$ cat src/hdl/precharge_contactor_sequencer_top_assert.svh
// Assertion macros shared by the precharge contactor sequencer RTL.
// No dependencies; define ASSERT_OFF to drop every assertion.
`ifndef PRECHARGE_CONTACTOR_SEQUENCER_TOP_ASSERT_SVH
`define PRECHARGE_CONTACTOR_SEQUENCER_TOP_ASSERT_SVH

`ifndef ASSERT_OFF

// Same-cycle implication, disabled while reset is low.
`define PCS_ASSERT_NOW(lbl, clk, rst_n, ante, cons) \
  lbl: assert property (@(posedge clk) disable iff (!rst_n) (ante) |-> (cons)) \
    else $error("assertion failed: same-cycle check");

// Next-cycle implication, disabled while reset is low.
`define PCS_ASSERT_NEXT(lbl, clk, rst_n, ante, cons) \
  lbl: assert property (@(posedge clk) disable iff (!rst_n) (ante) |=> (cons)) \
    else $error("assertion failed: next-cycle check");

`else

`define PCS_ASSERT_NOW(lbl, clk, rst_n, ante, cons)
`define PCS_ASSERT_NEXT(lbl, clk, rst_n, ante, cons)

`endif

`endif

$ cat src/hdl/pcs_pkg.sv
// Shared types and constants for the precharge contactor sequencer.
// No dependencies; the RTL modules refer to it by scoped names.
package pcs_pkg;

  localparam int VOLTAGE_WIDTH = 16;
  localparam int RATIO_W       = 10;
  localparam int RATIO_FRAC    = 8;
  localparam int PROD_W        = VOLTAGE_WIDTH + RATIO_W;

  localparam int DATA_W = 32;
  localparam int ADDR_W = 3;
  localparam int REG_IDX_W = 1;

  localparam logic [REG_IDX_W-1:0] REG_SAFE_RATIO = 1'b0;
  localparam logic [RATIO_W-1:0]   RATIO_RESET    = 10'd230;

  typedef enum logic [2:0] {
    OP_TICK       = 3'd0,
    OP_CHARGE     = 3'd1,
    OP_CLOSE      = 3'd2,
    OP_HOLD       = 3'd3,
    OP_FORCE_OPEN = 3'd4
  } op_t;

  typedef enum logic [2:0] {
    MODE_OPEN      = 3'd0,
    MODE_CHARGING  = 3'd1,
    MODE_CHARGED   = 3'd2,
    MODE_PRECHARGE = 3'd3,
    MODE_CLOSED    = 3'd4
  } mode_t;

  typedef struct packed {
    op_t                      op;
    logic [VOLTAGE_WIDTH-1:0] target_level;
    logic [VOLTAGE_WIDTH-1:0] bus_level;
    logic [VOLTAGE_WIDTH-1:0] storage_level;
  } item_t;

  typedef struct packed {
    mode_t mode;
    logic  ess_discharge_closed;
    logic  discharge_closed;
    logic  ess_charge_closed;
    logic  low_side_closed;
    logic  high_side_closed;
    logic  precharge_closed;
  } result_t;

endpackage

$ cat src/hdl/pcs_in_stage.sv
// Input register of the sequencer: captures one transaction per cycle while in_stall is low.
// Depends on pcs_pkg for the item type.
module pcs_in_stage (
  input  logic                              clk,
  input  logic                              rst_n,
  input  logic                              in_valid,
  output logic                              in_stall,
  input  logic [2:0]                        in_operation,
  input  logic [pcs_pkg::VOLTAGE_WIDTH-1:0] in_target_level,
  input  logic [pcs_pkg::VOLTAGE_WIDTH-1:0] in_bus_level,
  input  logic [pcs_pkg::VOLTAGE_WIDTH-1:0] in_storage_level,
  input  logic                              down_free,
  output logic                              adv,
  output pcs_pkg::item_t                    item
);

  logic           valid_r;
  logic           valid_nxt;
  pcs_pkg::item_t item_r;
  logic           load;

  // The held item moves on whenever the result register can take it.
  assign adv       = valid_r && down_free;
  assign in_stall  = valid_r && !down_free;
  assign load      = in_valid && !in_stall;
  assign valid_nxt = load || (valid_r && !adv);
  assign item      = item_r;

  always_ff @(posedge clk) begin
    if (!rst_n) begin
      valid_r <= 1'b0;
    end else begin
      valid_r <= valid_nxt;
    end
  end

  always_ff @(posedge clk) begin
    if (load) begin
      item_r.op            <= pcs_pkg::op_t'(in_operation);
      item_r.target_level  <= in_target_level;
      item_r.bus_level     <= in_bus_level;
      item_r.storage_level <= in_storage_level;
    end
  end

endmodule

$ cat src/hdl/pcs_core.sv
// Mode state machine, request flags, bus-safe compare and contactor decode.
// Depends on pcs_pkg and the assertion macro header.
`include "precharge_contactor_sequencer_top_assert.svh"

module pcs_core (
  input  logic                        clk,
  input  logic                        rst_n,
  input  logic                        adv,
  input  pcs_pkg::item_t              item,
  input  logic [pcs_pkg::RATIO_W-1:0] safe_ratio,
  output pcs_pkg::result_t            res
);

  localparam int VW = pcs_pkg::VOLTAGE_WIDTH;
  localparam int PW = pcs_pkg::PROD_W;
  localparam int RF = pcs_pkg::RATIO_FRAC;

  pcs_pkg::mode_t mode_r;
  pcs_pkg::mode_t mode_nxt;
  logic [VW-1:0]  charge_target_r;
  logic [VW-1:0]  charge_target_nxt;
  logic           charge_pending_r;
  logic           charge_pending_nxt;
  logic           close_pending_r;
  logic           close_pending_nxt;
  logic           hold_pending_r;
  logic           hold_pending_nxt;

  logic [PW-1:0]  bus_scaled;
  logic [PW-1:0]  storage_scaled;
  logic           bus_safe;
  logic           reached;
  logic           entered;

  // Bus is safe when bus * 2^RF >= storage * ratio, exact in PW bits.
  assign bus_scaled     = {{(PW-VW-RF){1'b0}}, item.bus_level, {RF{1'b0}}};
  assign storage_scaled = {{(PW-VW){1'b0}}, item.storage_level} *
                          {{(PW-pcs_pkg::RATIO_W){1'b0}}, safe_ratio};
  assign bus_safe       = bus_scaled >= storage_scaled;
  assign reached        = item.storage_level >= charge_target_r;

  always_ff @(posedge clk) begin
    if (!rst_n) begin
      mode_r           <= pcs_pkg::MODE_OPEN;
      charge_target_r  <= '0;
      charge_pending_r <= 1'b0;
      close_pending_r  <= 1'b0;
      hold_pending_r   <= 1'b0;
    end else begin
      mode_r           <= mode_nxt;
      charge_target_r  <= charge_target_nxt;
      charge_pending_r <= charge_pending_nxt;
      close_pending_r  <= close_pending_nxt;
      hold_pending_r   <= hold_pending_nxt;
    end
  end

  always_comb begin
    mode_nxt           = mode_r;
    charge_target_nxt  = charge_target_r;
    charge_pending_nxt = charge_pending_r;
    close_pending_nxt  = close_pending_r;
    hold_pending_nxt   = hold_pending_r;
    entered            = 1'b0;

    if (adv) begin
      case (item.op)
        pcs_pkg::OP_TICK: begin
          // First matching transition wins.
          unique case (mode_r)
            pcs_pkg::MODE_OPEN: begin
              if (charge_pending_r) begin
                mode_nxt = reached ? pcs_pkg::MODE_CHARGED : pcs_pkg::MODE_CHARGING;
                entered  = 1'b1;
              end
            end
            pcs_pkg::MODE_CHARGING: begin
              if (reached) begin
                mode_nxt = pcs_pkg::MODE_CHARGED;
                entered  = 1'b1;
              end
            end
            pcs_pkg::MODE_CHARGED: begin
              if (charge_pending_r && !reached) begin
                mode_nxt = pcs_pkg::MODE_CHARGING;
                entered  = 1'b1;
              end else if (close_pending_r) begin
                mode_nxt = bus_safe ? pcs_pkg::MODE_CLOSED : pcs_pkg::MODE_PRECHARGE;
                entered  = 1'b1;
              end
            end
            pcs_pkg::MODE_PRECHARGE: begin
              if (hold_pending_r) begin
                mode_nxt = pcs_pkg::MODE_CHARGED;
                entered  = 1'b1;
              end else if (bus_safe) begin
                mode_nxt = pcs_pkg::MODE_CLOSED;
                entered  = 1'b1;
              end
            end
            pcs_pkg::MODE_CLOSED: begin
              if (hold_pending_r) begin
                mode_nxt = pcs_pkg::MODE_CHARGED;
                entered  = 1'b1;
              end
            end
            default: begin
              mode_nxt = pcs_pkg::MODE_OPEN;
              entered  = 1'b1;
            end
          endcase
        end
        pcs_pkg::OP_CHARGE: begin
          if (mode_r inside {pcs_pkg::MODE_OPEN, pcs_pkg::MODE_CHARGING,
                             pcs_pkg::MODE_CHARGED}) begin
            charge_target_nxt  = item.target_level;
            charge_pending_nxt = 1'b1;
          end
        end
        pcs_pkg::OP_CLOSE: begin
          if (mode_r == pcs_pkg::MODE_CHARGED) begin
            close_pending_nxt = 1'b1;
          end
        end
        pcs_pkg::OP_HOLD: begin
          if (mode_r inside {pcs_pkg::MODE_PRECHARGE, pcs_pkg::MODE_CLOSED}) begin
            hold_pending_nxt = 1'b1;
          end
        end
        pcs_pkg::OP_FORCE_OPEN: begin
          mode_nxt = pcs_pkg::MODE_OPEN;
          entered  = 1'b1;
        end
        default: begin
        end
      endcase

      // Drop all requests on entry to a resting mode.
      if (entered && (mode_nxt inside {pcs_pkg::MODE_OPEN, pcs_pkg::MODE_CHARGED,
                                       pcs_pkg::MODE_CLOSED})) begin
        charge_pending_nxt = 1'b0;
        close_pending_nxt  = 1'b0;
        hold_pending_nxt   = 1'b0;
      end
    end
  end

  // Contactor set of the mode after this item.
  always_comb begin
    res      = '0;
    res.mode = mode_nxt;
    case (mode_nxt) inside
      pcs_pkg::MODE_OPEN: begin
        res.ess_discharge_closed = 1'b1;
        res.discharge_closed     = 1'b1;
      end
      pcs_pkg::MODE_CHARGING: begin
        res.discharge_closed  = 1'b1;
        res.ess_charge_closed = 1'b1;
      end
      pcs_pkg::MODE_CHARGED: begin
        res.discharge_closed = 1'b1;
      end
      pcs_pkg::MODE_PRECHARGE: begin
        res.low_side_closed  = 1'b1;
        res.precharge_closed = 1'b1;
      end
      pcs_pkg::MODE_CLOSED: begin
        res.low_side_closed  = 1'b1;
        res.high_side_closed = 1'b1;
      end
      default: begin
      end
    endcase
  end

  `PCS_ASSERT_NEXT(a_force_open_clears, clk, rst_n,
                   adv && item.op == pcs_pkg::OP_FORCE_OPEN,
                   mode_r == pcs_pkg::MODE_OPEN && !charge_pending_r &&
                   !close_pending_r && !hold_pending_r)
  `PCS_ASSERT_NOW(a_hold_mode, clk, rst_n, hold_pending_r,
                  mode_r == pcs_pkg::MODE_PRECHARGE || mode_r == pcs_pkg::MODE_CLOSED)
  `PCS_ASSERT_NOW(a_close_mode, clk, rst_n, close_pending_r,
                  mode_r == pcs_pkg::MODE_CHARGED || mode_r == pcs_pkg::MODE_CHARGING ||
                  mode_r == pcs_pkg::MODE_PRECHARGE)
  `PCS_ASSERT_NEXT(a_idle_holds_state, clk, rst_n, !adv,
                   $stable(mode_r) && $stable(charge_target_r))

endmodule

$ cat src/hdl/pcs_out_stage.sv
// Result register of the sequencer: holds one result until it is taken.
// Depends on pcs_pkg for the result type.
module pcs_out_stage (
  input  logic             clk,
  input  logic             rst_n,
  input  logic             adv,
  input  pcs_pkg::result_t res,
  output logic             down_free,
  output logic             out_valid,
  input  logic             out_stall,
  output logic [2:0]       out_mode,
  output logic             out_ess_discharge_closed,
  output logic             out_discharge_closed,
  output logic             out_ess_charge_closed,
  output logic             out_low_side_closed,
  output logic             out_high_side_closed,
  output logic             out_precharge_closed
);

  logic             valid_r;
  logic             valid_nxt;
  pcs_pkg::result_t res_r;

  // Free when empty or when the held result leaves this cycle.
  assign down_free = !valid_r || !out_stall;
  assign valid_nxt = adv || (valid_r && out_stall);

  always_ff @(posedge clk) begin
    if (!rst_n) begin
      valid_r <= 1'b0;
    end else begin
      valid_r <= valid_nxt;
    end
  end

  always_ff @(posedge clk) begin
    if (adv) begin
      res_r <= res;
    end
  end

  assign out_valid                = valid_r;
  assign out_mode                 = res_r.mode;
  assign out_ess_discharge_closed = res_r.ess_discharge_closed;
  assign out_discharge_closed     = res_r.discharge_closed;
  assign out_ess_charge_closed    = res_r.ess_charge_closed;
  assign out_low_side_closed      = res_r.low_side_closed;
  assign out_high_side_closed     = res_r.high_side_closed;
  assign out_precharge_closed     = res_r.precharge_closed;

endmodule

$ cat src/hdl/precharge_contactor_sequencer_top.sv
// Top level of the precharge contactor sequencer and its register port.
// Depends on pcs_pkg, pcs_in_stage, pcs_core and pcs_out_stage.
//
//  Port group  | Direction | Handshake          | Content
//  ------------+-----------+--------------------+-------------------------------------
//  in_*        | input     | in_valid/in_stall  | operation, target, bus, storage
//  out_*       | output    | out_valid/out_stall| mode and six contactor states
//  p* (APB)    | slave     | psel/penable       | safe_ratio_q8 at byte address 0
//
// One transaction enters per cycle while in_stall is low; it is captured in the input
// register, then the mode logic and bus-safe multiply write its result into the result
// register, which holds it until the consumer takes it. Throughput is one item per
// cycle while out_stall is low, as the mode update needs no extra states.
// Synchronous active-low reset returns the mode to open, clears all requests and the
// charge target, and loads the safe ratio with 230 (0.898 in Q2.8).
// A stall on the result side holds the result register; the input register then
// holds its item and raises in_stall in the same cycle.
module precharge_contactor_sequencer_top (
  input  logic                              clk,
  input  logic                              rst_n,
  // input channel
  input  logic                              in_valid,
  output logic                              in_stall,
  input  logic [2:0]                        in_operation,
  input  logic [pcs_pkg::VOLTAGE_WIDTH-1:0] in_target_level,
  input  logic [pcs_pkg::VOLTAGE_WIDTH-1:0] in_bus_level,
  input  logic [pcs_pkg::VOLTAGE_WIDTH-1:0] in_storage_level,
  // result channel
  output logic                              out_valid,
  input  logic                              out_stall,
  output logic [2:0]                        out_mode,
  output logic                              out_ess_discharge_closed,
  output logic                              out_discharge_closed,
  output logic                              out_ess_charge_closed,
  output logic                              out_low_side_closed,
  output logic                              out_high_side_closed,
  output logic                              out_precharge_closed,
  // configuration port
  input  logic                              psel,
  input  logic                              penable,
  input  logic                              pwrite,
  input  logic [pcs_pkg::ADDR_W-1:0]        paddr,
  input  logic [pcs_pkg::DATA_W-1:0]        pwdata,
  output logic [pcs_pkg::DATA_W-1:0]        prdata,
  output logic                              pready
);

  logic [pcs_pkg::RATIO_W-1:0]   safe_ratio_r;
  logic [pcs_pkg::RATIO_W-1:0]   safe_ratio_nxt;
  logic [pcs_pkg::REG_IDX_W-1:0] reg_idx;
  logic                          wr_en;

  logic             adv;
  logic             down_free;
  pcs_pkg::item_t   item;
  pcs_pkg::result_t res;

  // Register port: word index from the byte address, write on the access phase.
  assign pready  = 1'b1;
  assign reg_idx = paddr[pcs_pkg::ADDR_W-1:pcs_pkg::ADDR_W-pcs_pkg::REG_IDX_W];
  assign wr_en   = psel && penable && pwrite && pready;

  always_comb begin
    safe_ratio_nxt = safe_ratio_r;
    if (wr_en && reg_idx == pcs_pkg::REG_SAFE_RATIO) begin
      safe_ratio_nxt = pwdata[pcs_pkg::RATIO_W-1:0];
    end
  end

  always_comb begin
    prdata = '0;
    unique case (reg_idx)
      pcs_pkg::REG_SAFE_RATIO: prdata = {{(pcs_pkg::DATA_W-pcs_pkg::RATIO_W){1'b0}},
                                         safe_ratio_r};
      default:                 prdata = '0;
    endcase
  end

  always_ff @(posedge clk) begin
    if (!rst_n) begin
      safe_ratio_r <= pcs_pkg::RATIO_RESET;
    end else begin
      safe_ratio_r <= safe_ratio_nxt;
    end
  end

  // Capture the transaction.
  pcs_in_stage u_in_stage (
    .clk              (clk),
    .rst_n            (rst_n),
    .in_valid         (in_valid),
    .in_stall         (in_stall),
    .in_operation     (in_operation),
    .in_target_level  (in_target_level),
    .in_bus_level     (in_bus_level),
    .in_storage_level (in_storage_level),
    .down_free        (down_free),
    .adv              (adv),
    .item             (item)
  );

  // Advance the mode and decode the contactors.
  pcs_core u_core (
    .clk        (clk),
    .rst_n      (rst_n),
    .adv        (adv),
    .item       (item),
    .safe_ratio (safe_ratio_r),
    .res        (res)
  );

  // Hold the result until the consumer takes it.
  pcs_out_stage u_out_stage (
    .clk                      (clk),
    .rst_n                    (rst_n),
    .adv                      (adv),
    .res                      (res),
    .down_free                (down_free),
    .out_valid                (out_valid),
    .out_stall                (out_stall),
    .out_mode                 (out_mode),
    .out_ess_discharge_closed (out_ess_discharge_closed),
    .out_discharge_closed     (out_discharge_closed),
    .out_ess_charge_closed    (out_ess_charge_closed),
    .out_low_side_closed      (out_low_side_closed),
    .out_high_side_closed     (out_high_side_closed),
    .out_precharge_closed     (out_precharge_closed)
  );

endmodule

$ cat config.mk
export PLATFORM = sky130hd
export DESIGN_NAME = precharge_contactor_sequencer_top
export DESIGN_NICKNAME = d
export VERILOG_FILES = /design/src/hdl/pcs_pkg.sv /design/src/hdl/pcs_in_stage.sv /design/src/hdl/pcs_core.sv /design/src/hdl/pcs_out_stage.sv /design/src/hdl/precharge_contactor_sequencer_top.sv
export VERILOG_INCLUDE_DIRS = /design/src /design/src/hdl
export SDC_FILE = /design/constraint.sdc
export NUM_CORES = 1
export LEC_CHECK = 0
export BUFFER_PORTS_ARGS = -buffer_cell sky130_fd_sc_hd__buf_2
export CAP_MARGIN = 20
export CORE_ASPECT_RATIO = 0.8
export CORE_UTILIZATION = 50
export DETAILED_ROUTE_END_ITERATION = 16
export PLACE_DENSITY = 0.74
export RECOVER_POWER = 100
export SYNTH_ARGS = -nofsm -noshare
export SYNTH_HDL_FRONTEND = slang
export SYNTH_SLANG_ARGS = --single-unit
export TNS_END_PERCENT = 30
$ cat constraint.sdc
create_clock -name clk -period 7.55 [get_ports clk]
set_input_delay 1.51 -clock clk [delete_from_list [all_inputs] [get_ports clk]]
set_output_delay 1.51 -clock clk [all_outputs]
set_load 0.02 [all_outputs]
# Word level (Yosys, flattened, before mapping)
# Index checks and enable logic that the tools add are counted.
# word_totals
out_inout_bits,44
regBits,94
# op_classes
reduce_logical,39
order_cmp,2
muxes,39
eq_ne,14
bitwise_logic,1
n_mul,1
# op_table
operator,count
two-way mux 3 bit,10
>= comparator 24 x 26 -> 1 bit,1
multiplier 16 x 10 -> 26 bit,1
two-way mux 1 bit,23
equality test 3 x 2 -> 1 bit (second input constant),7
>= comparator 16 bit,1
one-hot mux 3 bit (5 select lines),1
nonzero test 2 bit,7
equality test 3 bit (second input constant),4
logical NOT 3 bit,4
AND reduction 3 bit,4
logical AND 1 bit,10
two-way mux 10 bit,1
equality test 3 x 1 -> 1 bit (second input constant),3
logical NOT 1 bit,6
one-hot mux 3 bit (2 select lines),1
nonzero test 3 bit,2
one-hot mux 1 bit (5 select lines),1
OR reduction 4 bit,1
logical OR 1 bit,3
OR reduction 3 bit,1
two-way mux 2 bit,1
one-hot mux 1 bit (2 select lines),1
OR reduction 2 bit,1
inverter 1 bit,1

# Longest topological paths before layout
# Gate-level depths: netlist (run 1).
# depth
word_depth,13
mapped_depth,32
mapped_depth_nobuf,29

# Hierarchy
# From an unflattened synthesis (run 1), not the netlist that was laid out.
# hier_totals
cells_unflattened,968
hier_area_um2,9639.2
# by_module_without_submodules
module,area_each_um2,instances,cells_per_inst
pcs_core,7073.0,1,819
pcs_in_stage,1585.3,1,56
precharge_contactor_sequencer_top,675.6,1,80
pcs_out_stage,305.3,1,13

# Least setup slack after synthesis (run 1)
# OpenSTA, ideal clock, no wires.
# synth_timing
path_type,register to register
startpoint,reg safe_ratio_r[3] (netlist bit)
endpoint,"reg u_out_stage.res_r (netlist bit u_out_stage.out_precharge_closed), data pin"
setup_ns,0.255
setup_slack_ns,-0.126
stages_incl_launch_ff,33
arrival_time_ns,7.422
synth_period_minus_slack_ns,7.676
cell_sequence,dfxtp_1 > clkbuf_1 > clkbuf_1 > nand2_1 > fa_1 > inv_1 > fa_1 > inv_1 > fa_1 > inv_1 > fa_1 > fa_1 > ha_1 > a21oi_1 > a21oi_1 > a21oi_2 > o31ai_1 > a21oi_1 > o211a_1 > o21bai_1 > a21oi_1 > xor2_1 > ha_1 > nand4_1 > nor4_1 > nand4_1 > nor4_1 > o32ai_1 > nor3b_4 > a221oi_2 > a221o_1 > buf_4 > nor2b_1
# synth_rtl
element,line_no,text
"start, declared",precharge_contactor_sequencer_top.sv:48,logic [pcs_pkg::RATIO_W-1:0] safe_ratio_r;
"start signal, assigned",precharge_contactor_sequencer_top.sv:81,safe_ratio_r <= pcs_pkg::RATIO_RESET;
"start signal, assigned",precharge_contactor_sequencer_top.sv:83,safe_ratio_r <= safe_ratio_nxt;
"end signal, assigned",pcs_out_stage.sv:38,res_r <= res;
"end, declared",pcs_out_stage.sv:22,pcs_pkg::result_t res_r;

==> summary.md, run 1 <==
The count of buffers added on input and output ports is 89. The tools report the initial antenna violation count as 0. Top flip-flop cell by instance count after synthesis: edfxtp_1.

The number of antenna diodes in the final layout is 0. In this run the horizontal extent of the chip is 155.9 microns. STA puts the critical path data required time at 7.65 ns.

The initialized floorplan defines 44 standard-cell rows. Across every metal layer, demand over resource in global routing totals 22.75%. In this run the worst setup path begins at u_in_stage.item[3]. Post-synthesis cell type with the largest combined area: fa_1. The average via count per standard cell works out to 5.185. The number of levels the H-tree was split into is 3, and the wire length of the first global-routing pass is 35.05 mm. For the final routed database, the setup TNS stands at -0.2785 ns. The top cell type by area accounts for 23.24% of the synthesized area. Setup repair after global routing could not meet its margin everywhere.

The tools report the total number of vias as 7,300. The run gives 7,328 as the number of global-route vias before repair. In this run the most critical hold path is launched from u_in_stage.item[45].

Clock tree synthesis inserted a total of 9 buffers. At the later pin of the worst-skew pair, clock insertion delay measures 0.36 ns. The tools report the critical path endpoint category as a register. The average instance in the mapped netlist occupies 9.748 sq um.

In the final layout, the share of cells above drive strength 1 is 23.03%. The total I/O pin count is 137, and the average routed wire per standard cell is 14.81 microns. In this design, the stage delay of the slowest critical-path cell is 0.55 ns. The maximum fanout encountered on the critical timing path came out at 8.

The number of buffers between clock root and the deepest sink was 2. On the critical path, the stage with the largest delay is an instance of fa_1. Y dimension of the die: 125.1 microns. The cell count after synthesis came out at 972. The final worst-path setup slack is -0.1089 ns, and the final net count is 1,446. The run finished, with violations left. The total wire length after detailed routing came out at 20.85 mm.

The synthesized flop and latch total is 94. The worst relative slew slack came out at -88.12%. Yosys printed 0 warnings.

The startpoint type of the worst setup path was a register. In this run the critical register-to-register path is launched from u_in_stage.item[3]. The tools report the clock root buffer master as clkbuf_16. The mapped netlist covers 0.009475 sq mm. The largest net degree at the start of global routing is 52, and the number of filler cells placed in the layout is 1,525. The critical path is of the reg -> reg type. From synthesis to final layout, the design area changed by 21.63%. For the final database, setup skew stands at 0.008922 ns. The final reports fail on max-capacitance violations, max-slew violations, negative setup slack.

Cell with the most instances after synthesis: nand2_1. Global routing finished with a remaining overflow of 0. At the pin with the least slew margin, the transition time is 2.822 ns. The post-synthesis async set-or-reset flop share works out to 0%.

After layout, the worst path uses 101.4% of the clock period. The worst slack after detailed placement was -0.5588 ns. The region available for standard cell placement spans 0.01833 sq mm. The synthesized design contains 60 enable-type register cells. The tightest min-delay check is of the reg -> reg type.

After synthesis, the netlist uses 63 different library cells. The logs give 62.87% for the fraction of the core area covered by cells at the end of the flow and 0 for the total count of hold-check failures in the final report. The number of maximum-capacitance constraint violations is 1.

The initial utilization of the core area, before any placement, comes to 51.69%. In this run, placement finished with an instance count of 1,371. Across all hold checks on the routed design, the worst slack comes to 0.5130 ns. Power spread over the standard cell area amounts to 333.5 mW/mm^2. TritonCTS built the clock tree. For the fmax, the log shows 130.6 MHz. After the first detailed-routing iteration, the DRC count stood at 403. The tools report the post-route DRC violation count as 0. The run gives 0 as the total of hold buffers inserted after clock tree synthesis. The count of nets left with antenna violations once routing finished came out at 0. Across the VDD grid, the largest voltage drop is 0.2461 mV.

Clock-pin slew was measured on the worst setup and hold paths at 0.07 ns. The commonest cells after synthesis are nand2_1 (136), inv_1 (122), fa_1 (110), ha_1 (93), and2_1 (79). The final critical delay including setup and external delays was 7.659 ns. The logs give 26.20% for the fraction of the yosys area taken by sequential cells and 52 for the number of max-slew violations in the final report. The logs give 0.01951 sq mm for the overall die area and 5 for the length of the first detailed-routing pass in iterations.

The most numerous cell type found on the critical path is buf_4. For the arrival time at the worst endpoint, the log shows 7.76 ns. In the post-synthesis netlist, the biggest area contributors are fa_1 (23%), edfxtp_1 (19%), ha_1 (12%), dfxtp_1 (7.2%), nand2_1 (5.4%). The detailed placer's ending HPWL came out at 16.42 mm. The final non-filler cell total is 1,408. The setup-violating endpoint count in the final report is 6. The number of sinks driven by the clock tree was 94. The logs give 0.8841 for the final weighted congestion in routability-driven placement and 5.344 nW for the leakage power figure.
through the flow:
stage,total power [mW],area (sq um)
after floorplan,2.235,9569
after global placement,2.945,10780
after detailed placement,3.009,10780
after CTS,3.769,11480
after global routing,4.209,11520
final,3.844,11520
per-layer routing:
layer	up-vias	track usage [%]	share of wire, %
met5	-	0	0
met4	0	5.767	1.1
met3	22	4.229	6.1
met2	225	36.82	47
met1	3558	31.47	45
li1	3495	-	-
logic make-up (layout without fill, tap and decap cells):
kind of cell    Yosys count  after routing  share of synthesized area [%]
xor+xnor                 21             21                          1.941
fa+ha+maj               203            203                          35.52
mux                      17             17                          1.796
other cells               2             23                        0.07926
buf+inv                 187            349                          8.372
simple gates            323            323                          17.29
compound gates          125            125                          8.808
flops                    94             94                          26.20
path summary, 6_finish.rpt:
check | endpoint | slack (ns) | cells past startpoint
min reg2reg | u_core.charge_target_r[13] | 0.51 | 2
min | u_core.charge_target_r[13] | 0.51 | 2
max reg2reg | u_out_stage.out_low_side_closed | -0.11 | 32
max | u_out_stage.out_low_side_closed | -0.11 | 32
where the power goes:
part           leakage, nW  internal [mW]  switching [mW]  total [mW]
Clock                0.156          0.265           0.216       0.481
Sequential           0.858          0.571          0.0171       0.588
Combinational         4.33           1.36            1.41        2.77
Total                 5.34           2.20            1.64        3.84
layout make-up:
cell class	instances	area (sq um)	area share (%)
inverter	122	457.9	3.974
sequential	94	2494	21.64
clock buffer	9	225.2	1.954
multi-input combinational	712	6549	56.82
tap	253	316.6	2.747
timing repair buffer	211	1396	12.12
clock inverter	7	86.33	0.7491
critical path: cells and delay by family, from the launching register on:
| kind | cells | cell delay (ns) |
|---|---|---|
| DFF | 1 | 0.54 |
| AOI/OAI and AO/OA | 11 | 2.02 |
| muxes | 1 | 0.08 |
| adders and majority gates | 7 | 3.02 |
| and+or+nand+nor | 6 | 0.81 |
| buffers and inverters | 7 | 0.91 |
cell usage in the layout, fill, tap and decap left out, types with 4 or more instances in the layout:
cell	count
buf_2	66
nor2_1	23
fa_1	101
ha_4	7
conb_1	23
a21oi_1	34
and2_1	75
nor2b_1	31
buf_4	106
xor2_1	14
a21boi_0	5
clkbuf_1	25
inv_1	120
edfxtp_1	60
dfxtp_2	6
xnor2_1	7
nand2_1	134
mux2i_1	17
nor3_1	6
and2_4	4
fa_2	9
o21ai_1	5
nand2b_1	6
dfxtp_1	27
a21oi_2	8
clkbuf_16	9
nand3_1	14
nand4_1	7
o21a_1	4
buf_6	10
a21o_1	13
ha_1	84
o21ai_0	16
flip-flops by register name, summed over array words and instances, names as in the netlist:
name / flops
u_core.charge_pending_r: 1
u_out_stage.out_mode: 3
u_out_stage.out_high_side_closed: 1
u_out_stage.out_discharge_closed: 1
u_out_stage.out_low_side_closed: 1
u_core.charge_target_r: 16
u_core.hold_pending_r: 1
u_out_stage.out_ess_charge_closed: 1
safe_ratio_r: 10
u_in_stage.valid_r: 1
u_core.close_pending_r: 1
u_in_stage.item: 51
u_out_stage.out_valid: 1
u_core.mode_r: 3
u_out_stage.out_precharge_closed: 1
u_out_stage.out_ess_discharge_closed: 1
timing repair:
item | CTS | global route
endpoints found under the setup margin | 15 | 15
gates resized for setup | 59 | 16
buffers inserted | 18 | 3
pin swaps | 52 | 7
endpoints found under the hold margin | 0 | 0
(Power assumes the default switching activity.)
==> inputs of run 2 (changes only) <==
==> constraint.sdc (replaced) <==
create_clock -name clk -period 7.55 [get_ports clk]
set_input_delay 0.3775 -clock clk [delete_from_list [all_inputs] [get_ports clk]]
set_output_delay 0.3775 -clock clk [all_outputs]
set_load 0.02 [all_outputs]
==> run 2 against run 1 <==
  * The run still ends with max-capacitance violations, max-slew violations, negative setup slack left
  * Flip-flop and latch count unchanged
  * Sequential share of layout area is 0.11 points lower
  * Maximum frequency increased by 0.75%
  * Critical path depth down 1
==> summary.md, run 2 (synthesized netlist as in run 1, its figures left out) <==
The run gives 2 as the number of buffers between clock root and the deepest sink. In the routed design, unresolved DRC markers number 0. The number of levels the H-tree was split into is 3, and the count of buffers from port buffering is 89.

The first global-routing pass estimated 35.57 mm of wire. For this block, the routed nets add up to 22.04 mm of wire. Of all nets on the critical path, the largest fanout is 5. The cell family contributing the most delay on the critical path is adder cells. Class of the tightest hold or removal check: in -> reg. The clock arrives with 0.007290 ns of skew. Data arrives at the worst endpoint at 7.78 ns. Counting every sink on the clock net gives 94. The die covers 0.01951 sq mm. For the finished layout, the period the worst path requires is 7.602 ns. The tools report the number of global-route vias before repair as 7,376. Clock latency on the worst-skew pair, taken at its later pin, is 0.36 ns. Counting the buffers created by CTS gives 9.

Using the TritonRoute via totals, the vias-per-cell ratio works out to 5.210. The leakage power figure was 5.366 nW; the buffers plus inverters on the worst setup path was 7. IR analysis of the VDD net gives a maximum drop of 0.2724 mV.

After clock tree synthesis, the clock-pin slew on the worst setup and hold paths is 0.08 ns. The setup-violating endpoint count in the final report is 2, and the final clock period utilization by the worst path is 100.7%. The die extent in x was 155.9 microns.

TritonCTS built the clock tree. On the worst path, the slowest cell contributes a delay of 0.57 ns. The net count of the finished layout is 1,441. The count of routing violations after the opening detailed-route iteration came out at 435. Data on the critical path is required at its endpoint by 7.73 ns. The floorplan step set the die height to 125.1 microns.

The initial antenna violation count was 0; the number of maximum-capacitance constraint violations was 1. The standard-cell row count was 44. The checks that failed: max-capacitance violations, max-slew violations, negative setup slack.

For the sum of negative setup slack, the log shows -0.09569 ns. The slowest stage of the critical path belongs to the cell fa_2. The final worst-path setup slack was -0.05226 ns. The number of max-slew violations in the final report was 52. The layout cell share with drive strength beyond 1 was 23.57%. 137 I/O pins were placed.

The fmax came out at 131.5 MHz. For the pin with the worst max-slew slack, the measured transition is 2.887 ns. The initial utilization of the core area, before any placement, comes to 51.69%. The total number of vias came out at 7,309.

The clock root buffer master was clkbuf_16. STA classifies the critical path endpoint as a register. The power density relative to cell area works out to 335.3 mW/mm^2. The detailed placer's ending HPWL was 16.89 mm; the overall overflow remaining after global route was 0. After floorplanning, the core was sized to cover 0.01833 sq mm. Across every metal layer, demand over resource in global routing totals 23.34%.

The worst setup path is of the reg -> reg kind. Setup repair after global routing could not meet its margin everywhere. The final weighted congestion in routability-driven placement came out at 0.8791.

The run finished, with violations left. Leaving out fill and tap cells, the most frequent cell in the layout is nand2_1. Final antenna diode count: 0. The average routed wire per standard cell works out to 15.71 microns. The worst setup path is launched from a register. In the layout the commonest cells are nand2_1 (134), inv_1 (119), fa_1 (101). Hold repair after CTS inserted 0 buffers.

The tools report the total count of hold-check failures in the final report as 0. The post-detailed-route count of antenna-violating nets came out at 0. The flip-flop count of the largest register, all copies and words added was 51; the largest net degree at the start of global routing was 52. The logs give 3.874 mW for the overall power of the completed layout and -92.48% for the worst relative slew slack. Relative to the synthesized area, the layout overhead comes to 21.93%. The first TritonRoute pass finished after 5 iterations.
[run 2: stage by stage]
| stage | area [sq um] | util, % | cells | hold WS (ns) | setup WS, ns |
|---|---|---|---|---|---|
| 2_1_floorplan | 9569 | - | 993 | 0.4720 | 0.01381 |
| 3_3_place_gp | 10770 | 58.72 | 1367 | 0.4870 | -0.2600 |
| 3_5_place_dp | 10770 | 58.72 | 1367 | 0.4994 | -0.4627 |
| 4_1_cts | 11420 | 62.27 | 1398 | 0.1770 | -0.02148 |
| 5_1_grt | 11550 | 63.02 | 1403 | 0.1777 | -0.3946 |
| 6_report | 11550 | 63.02 | 1403 | 0.1898 | -0.05226 |
[run 2: report_power, final]
group	internal (mW)	total, mW	switching (mW)
Combinational	1.33	2.80	1.47
Clock	0.266	0.489	0.223
Sequential	0.571	0.587	0.0159
Total	2.17	3.87	1.70
[run 2: worst paths after layout]
path | end | cells past startpoint | startpoint | slack, ns
max | u_out_stage.out_ess_discharge_closed | 31 | u_in_stage.item[7] | -0.05
min | u_in_stage.item[24] | 1 | in_bus_level[8] | 0.19
max reg2reg | u_out_stage.out_ess_discharge_closed | 31 | u_in_stage.item[7] | -0.05
min reg2reg | u_core.charge_target_r[6] | 2 | u_in_stage.item[38] | 0.51
[run 2: layout make-up]
| type | instances | area [sq um] |
|---|---|---|
| fill | 1481 | 6779 |
| inverter | 122 | 457.9 |
| sequential | 94 | 2487 |
| tap | 253 | 316.6 |
| multi-input combinational | 712 | 6585 |
| timing repair buffer | 206 | 1389 |
| clock inverter | 7 | 92.59 |
| clock buffer | 9 | 225.2 |
[run 2: what timing repair did]
action / CTS / global route
pin swaps: 50 / 13
gates resized for setup: 53 / 34
gates cloned: 0 / 0
setup endpoints to repair: 15 / 15
setup buffers: 18 / 5
[run 2: worst reg2reg max path, delay by kind of cell, from the launching register on]
kind / cells / cell delay (ns)
fa+ha+maj: 7 / 2.98
simple gates: 7 / 1.09
flops: 1 / 0.50
buf+inv: 7 / 0.85
compound gates: 10 / 2.01
[run 2: routing by layer]
| metal | vias to the layer above | global-route usage, % | wire length [microns] |
|---|---|---|---|
| li1 | 3486 | - | - |
| met2 | 206 | 38.76 | 10670 |
| met1 | 3578 | 31.61 | 9852 |
| met5 | - | 0 | 0 |
| met3 | 39 | 3.328 | 1045 |
| met4 | 0 | 7.209 | 473 |
==> inputs of run 3 (changes only) <==
--- a/config.mk
+++ b/config.mk
@@ -13,6 +13,7 @@
 export DETAILED_ROUTE_END_ITERATION = 16
 export PLACE_DENSITY = 0.74
 export RECOVER_POWER = 100
+export SETUP_SLACK_MARGIN = 0.3
 export SYNTH_ARGS = -nofsm -noshare
 export SYNTH_HDL_FRONTEND = slang
 export SYNTH_SLANG_ARGS = --single-unit
==> run 3 against run 2 <==
  * The run still ends with max-capacitance violations, max-slew violations, negative setup slack left
  * Largest cell class unchanged
  * Core utilization grew 0.25 points
  * Total power increased by 3.1%
  * Critical endpoint is now u_out_stage.out_low_side_closed
  * Critical path depth rose by 2
  * Flip-flop and latch count did not move
  * Maximum frequency up 0.42%
  * Via count fell by 0.62%
  * Highest routed layer unchanged
  * Global-route usage fell by 0.66 points
  * Design area rose by 0.40%
  * Sequential power is essentially flat
  * Setup slack improved by 0.032 ns
  * Register-to-register slack gained 0.03 ns
  * Non-clock buffer count grew 4
==> summary.md, run 3 (synthesized netlist as in run 1, its figures left out) <==
The run finished, with violations left. The final reports fail on max-capacitance violations, max-slew violations, negative setup slack. The tools report the number of global-route vias before repair as 7,424. The worst register-to-register path ends at u_out_stage.out_low_side_closed. For the overall die area, the log shows 0.01951 sq mm.

The total of hold buffers inserted after clock tree synthesis is 0. The total count of hold-check failures in the final report came out at 0. The startpoint identified for the worst register-to-register timing path is u_in_stage.item[4].

The die is 155.9 microns wide. The initial core utilization was 51.69%; the y dimension of the die was 125.1 microns. The routed design has 21.15 mm of wire. The first global-routing pass estimated 34.78 mm of wire.

For the length of the first detailed-routing pass in iterations, the log shows 5. In this design, the critical path's most frequently occurring cell is fa_1. The number of cell instances on the worst register-to-register path was 33; the transition at the pin with the smallest max-transition slack was 2.797 ns. The number of buffers and inverters on the critical path is 7. TritonCTS buffer count: 9. Setup violations remaining at the end of the flow were counted as 2. The library cells used most frequently in the layout, excluding fill and tap cells, are nand2_1 (132), inv_1 (118), fa_1 (103).

The largest voltage drop on the vdd net was 0.2651 mV. STA classifies the critical path endpoint as a register. The critical path depth came out at 33.

For this run, the total global-route usage over all layers was measured as 22.68%. After the last flow step, the layout net total stands at 1,445. The maximum fanout encountered on the critical timing path is 5. The setup slack of the most critical reg-to-reg path was -0.02 ns; the average routed wire per standard cell was 15.03 microns.

In the finished design, the share of the clock period the worst path needs comes to 100.3%. In this run the standard cell core region covers 0.01833 sq mm. The floorplan has 44 rows. Counting every sink on the clock net gives 94.

The largest single stage delay on the critical path is 0.56 ns. The run gives -0.02014 ns as the final worst-path setup slack. The run gives 7,264 as the total number of vias. The logs give 52 for the number of max-slew violations in the final report and 7.67 ns for the arrival time at the worst endpoint. The detail route stage leaves a number of antenna-violating nets equal to 0.

Clock-pin slew was measured on the worst setup and hold paths at 0.08 ns. The filler cells instantiated in the layout total 1,480. The first routing iteration left 445 violations.

After routing, the total negative slack on setup checks comes to -0.02380 ns. Compared with the post-synthesis result, the final layout area differs by 22.42%. The commonest non-fill, non-tap cell in the layout was nand2_1.

The final critical delay including setup and external delays came out at 7.570 ns. The path class of the tightest hold or removal check is in -> reg. In this run the worst setup path begins at u_in_stage.item[4]. The power density relative to cell area was 344.5 mW/mm^2. Cells fill 63.27% of the core in the end. For the number of maximum-capacitance constraint violations, the log shows 1. Setup repair after global routing could not meet its margin everywhere. The fmax was 132.1 MHz. Initial antenna violation count: 0. Data on the critical path is required at its endpoint by 7.65 ns.

The post-route netlist has 24.35% of its cells at a drive strength greater than 1. The family of cells with the greatest summed delay on the critical path was adder cells. After global routing the overflow that remains totals 0. Endpoint of the most critical setup path: u_out_stage.out_low_side_closed.

Buffers placed on the I/O ports in this run total 89. The detailed placer's ending HPWL came out at 16.78 mm. The total I/O pin count was 137. Headroom to the max-slew limit came out at -86.47%. TritonCTS built the clock tree. For the worst-skew pair, the clock arrives at the later sink with an insertion delay of 0.36 ns. The tree is rooted in a clkbuf_16.

For this design, the slowest cell found on the critical path is fa_1. In this run the deepest clock path goes through 2 buffers. For the largest net degree at the start of global routing, the log shows 52. The tools report the startpoint type of the worst setup path as a register.

The critical path in this run is classified as reg -> reg. Across the routed clock network, the largest skew measured is 0.01067 ns. The congestion estimate from routability-driven global placement came to 0.8656. The tools report the post-route DRC violation count as 0. The number of antenna diodes in the final layout is 0. After detailed routing, the number of vias per cell comes to 5.163. The H-tree was split into 3 levels.

The analysis attributes to cell leakage a power of 5.375 nW. The flip-flop count of the largest register, all copies and words added came out at 51.
-- run 3: cell count changes in the layout (fill, tap and decap cells not counted), moves of 3 or more --
cell,before,now
and2_1,67,70
a21oi_2,7,4
buf_6,13,19
buf_12,4,1
dfxtp_4,0,3
and2_4,12,9
-- run 3: area by class of cell --
type,instances,area (sq um),share of cell area (%)
clock buffers,9,225.2,1.942
clock inverters,7,77.57,0.6688
inverters,122,457.9,3.948
multi-input cells,712,6618,57.05
flip-flops and latches,94,2497,21.53
well taps,253,316.6,2.729
repair buffers,210,1408,12.13
-- run 3: worst reg2reg max path: cells and delay by family (launching register included) --
family | cells | cell delay (ns)
buf+inv | 7 | 0.89
xor+xnor | 1 | 0.17
fa+ha+maj | 7 | 3.06
simple gates | 8 | 1.42
flops | 1 | 0.41
mux | 1 | 0.06
compound gates | 9 | 1.32
-- run 3: how the worst min path moves through the flow --
stage / slack, ns / startpoint / end / depth (start not counted)
finish: 0.19 / in_bus_level[6] / u_in_stage.item[22] / 1
floorplan: 0.47 / u_in_stage.valid_r / u_out_stage.out_valid / 2
global route: 0.18 / in_storage_level[12] / u_in_stage.item[12] / 1
global placement: 0.49 / u_in_stage.item[40] / u_core.charge_target_r[8] / 2
CTS: 0.17 / in_storage_level[10] / u_in_stage.item[10] / 1
detailed placement: 0.50 / u_in_stage.valid_r / u_out_stage.out_valid / 2
-- run 3: what timing repair did --
item,CTS,global route
buffers inserted,13,8
pin swaps,39,38
resized for setup,49,43
endpoints found under the setup margin,15,15
-- run 3: power breakdown --
group	internal, mW	total (mW)	leakage, nW	switching, mW
clock network	0.235	0.468	0.144	0.233
registers	0.571	0.588	0.859	0.0177
logic	1.44	2.94	4.37	1.50
-- run 3: stage by stage --
stage | worst slack, ns | instance area, sq um | total power [mW] | std cells | hold slack [ns]
after floorplan | 0.3131 | 9641 | 2.312 | 993 | 0.4720
after global placement | -0.1825 | 10820 | 2.986 | 1370 | 0.4853
after detailed placement | -0.3930 | 10820 | 3.072 | 1370 | 0.5014
after CTS | -0.1450 | 11410 | 3.744 | 1399 | 0.1736
after global routing | -0.3789 | 11600 | 4.380 | 1407 | 0.1760
final | -0.02014 | 11600 | 3.996 | 1407 | 0.1864
-- run 3: metal layers --
metal  GRT usage [%]  vias to the layer above  wire (microns)
met1           30.40                     3545            9394
li1                -                     3488               -
met3           3.674                       26            1177
met5               0                        -               0
met4           7.266                        0             427
met2           37.55                      205           10150
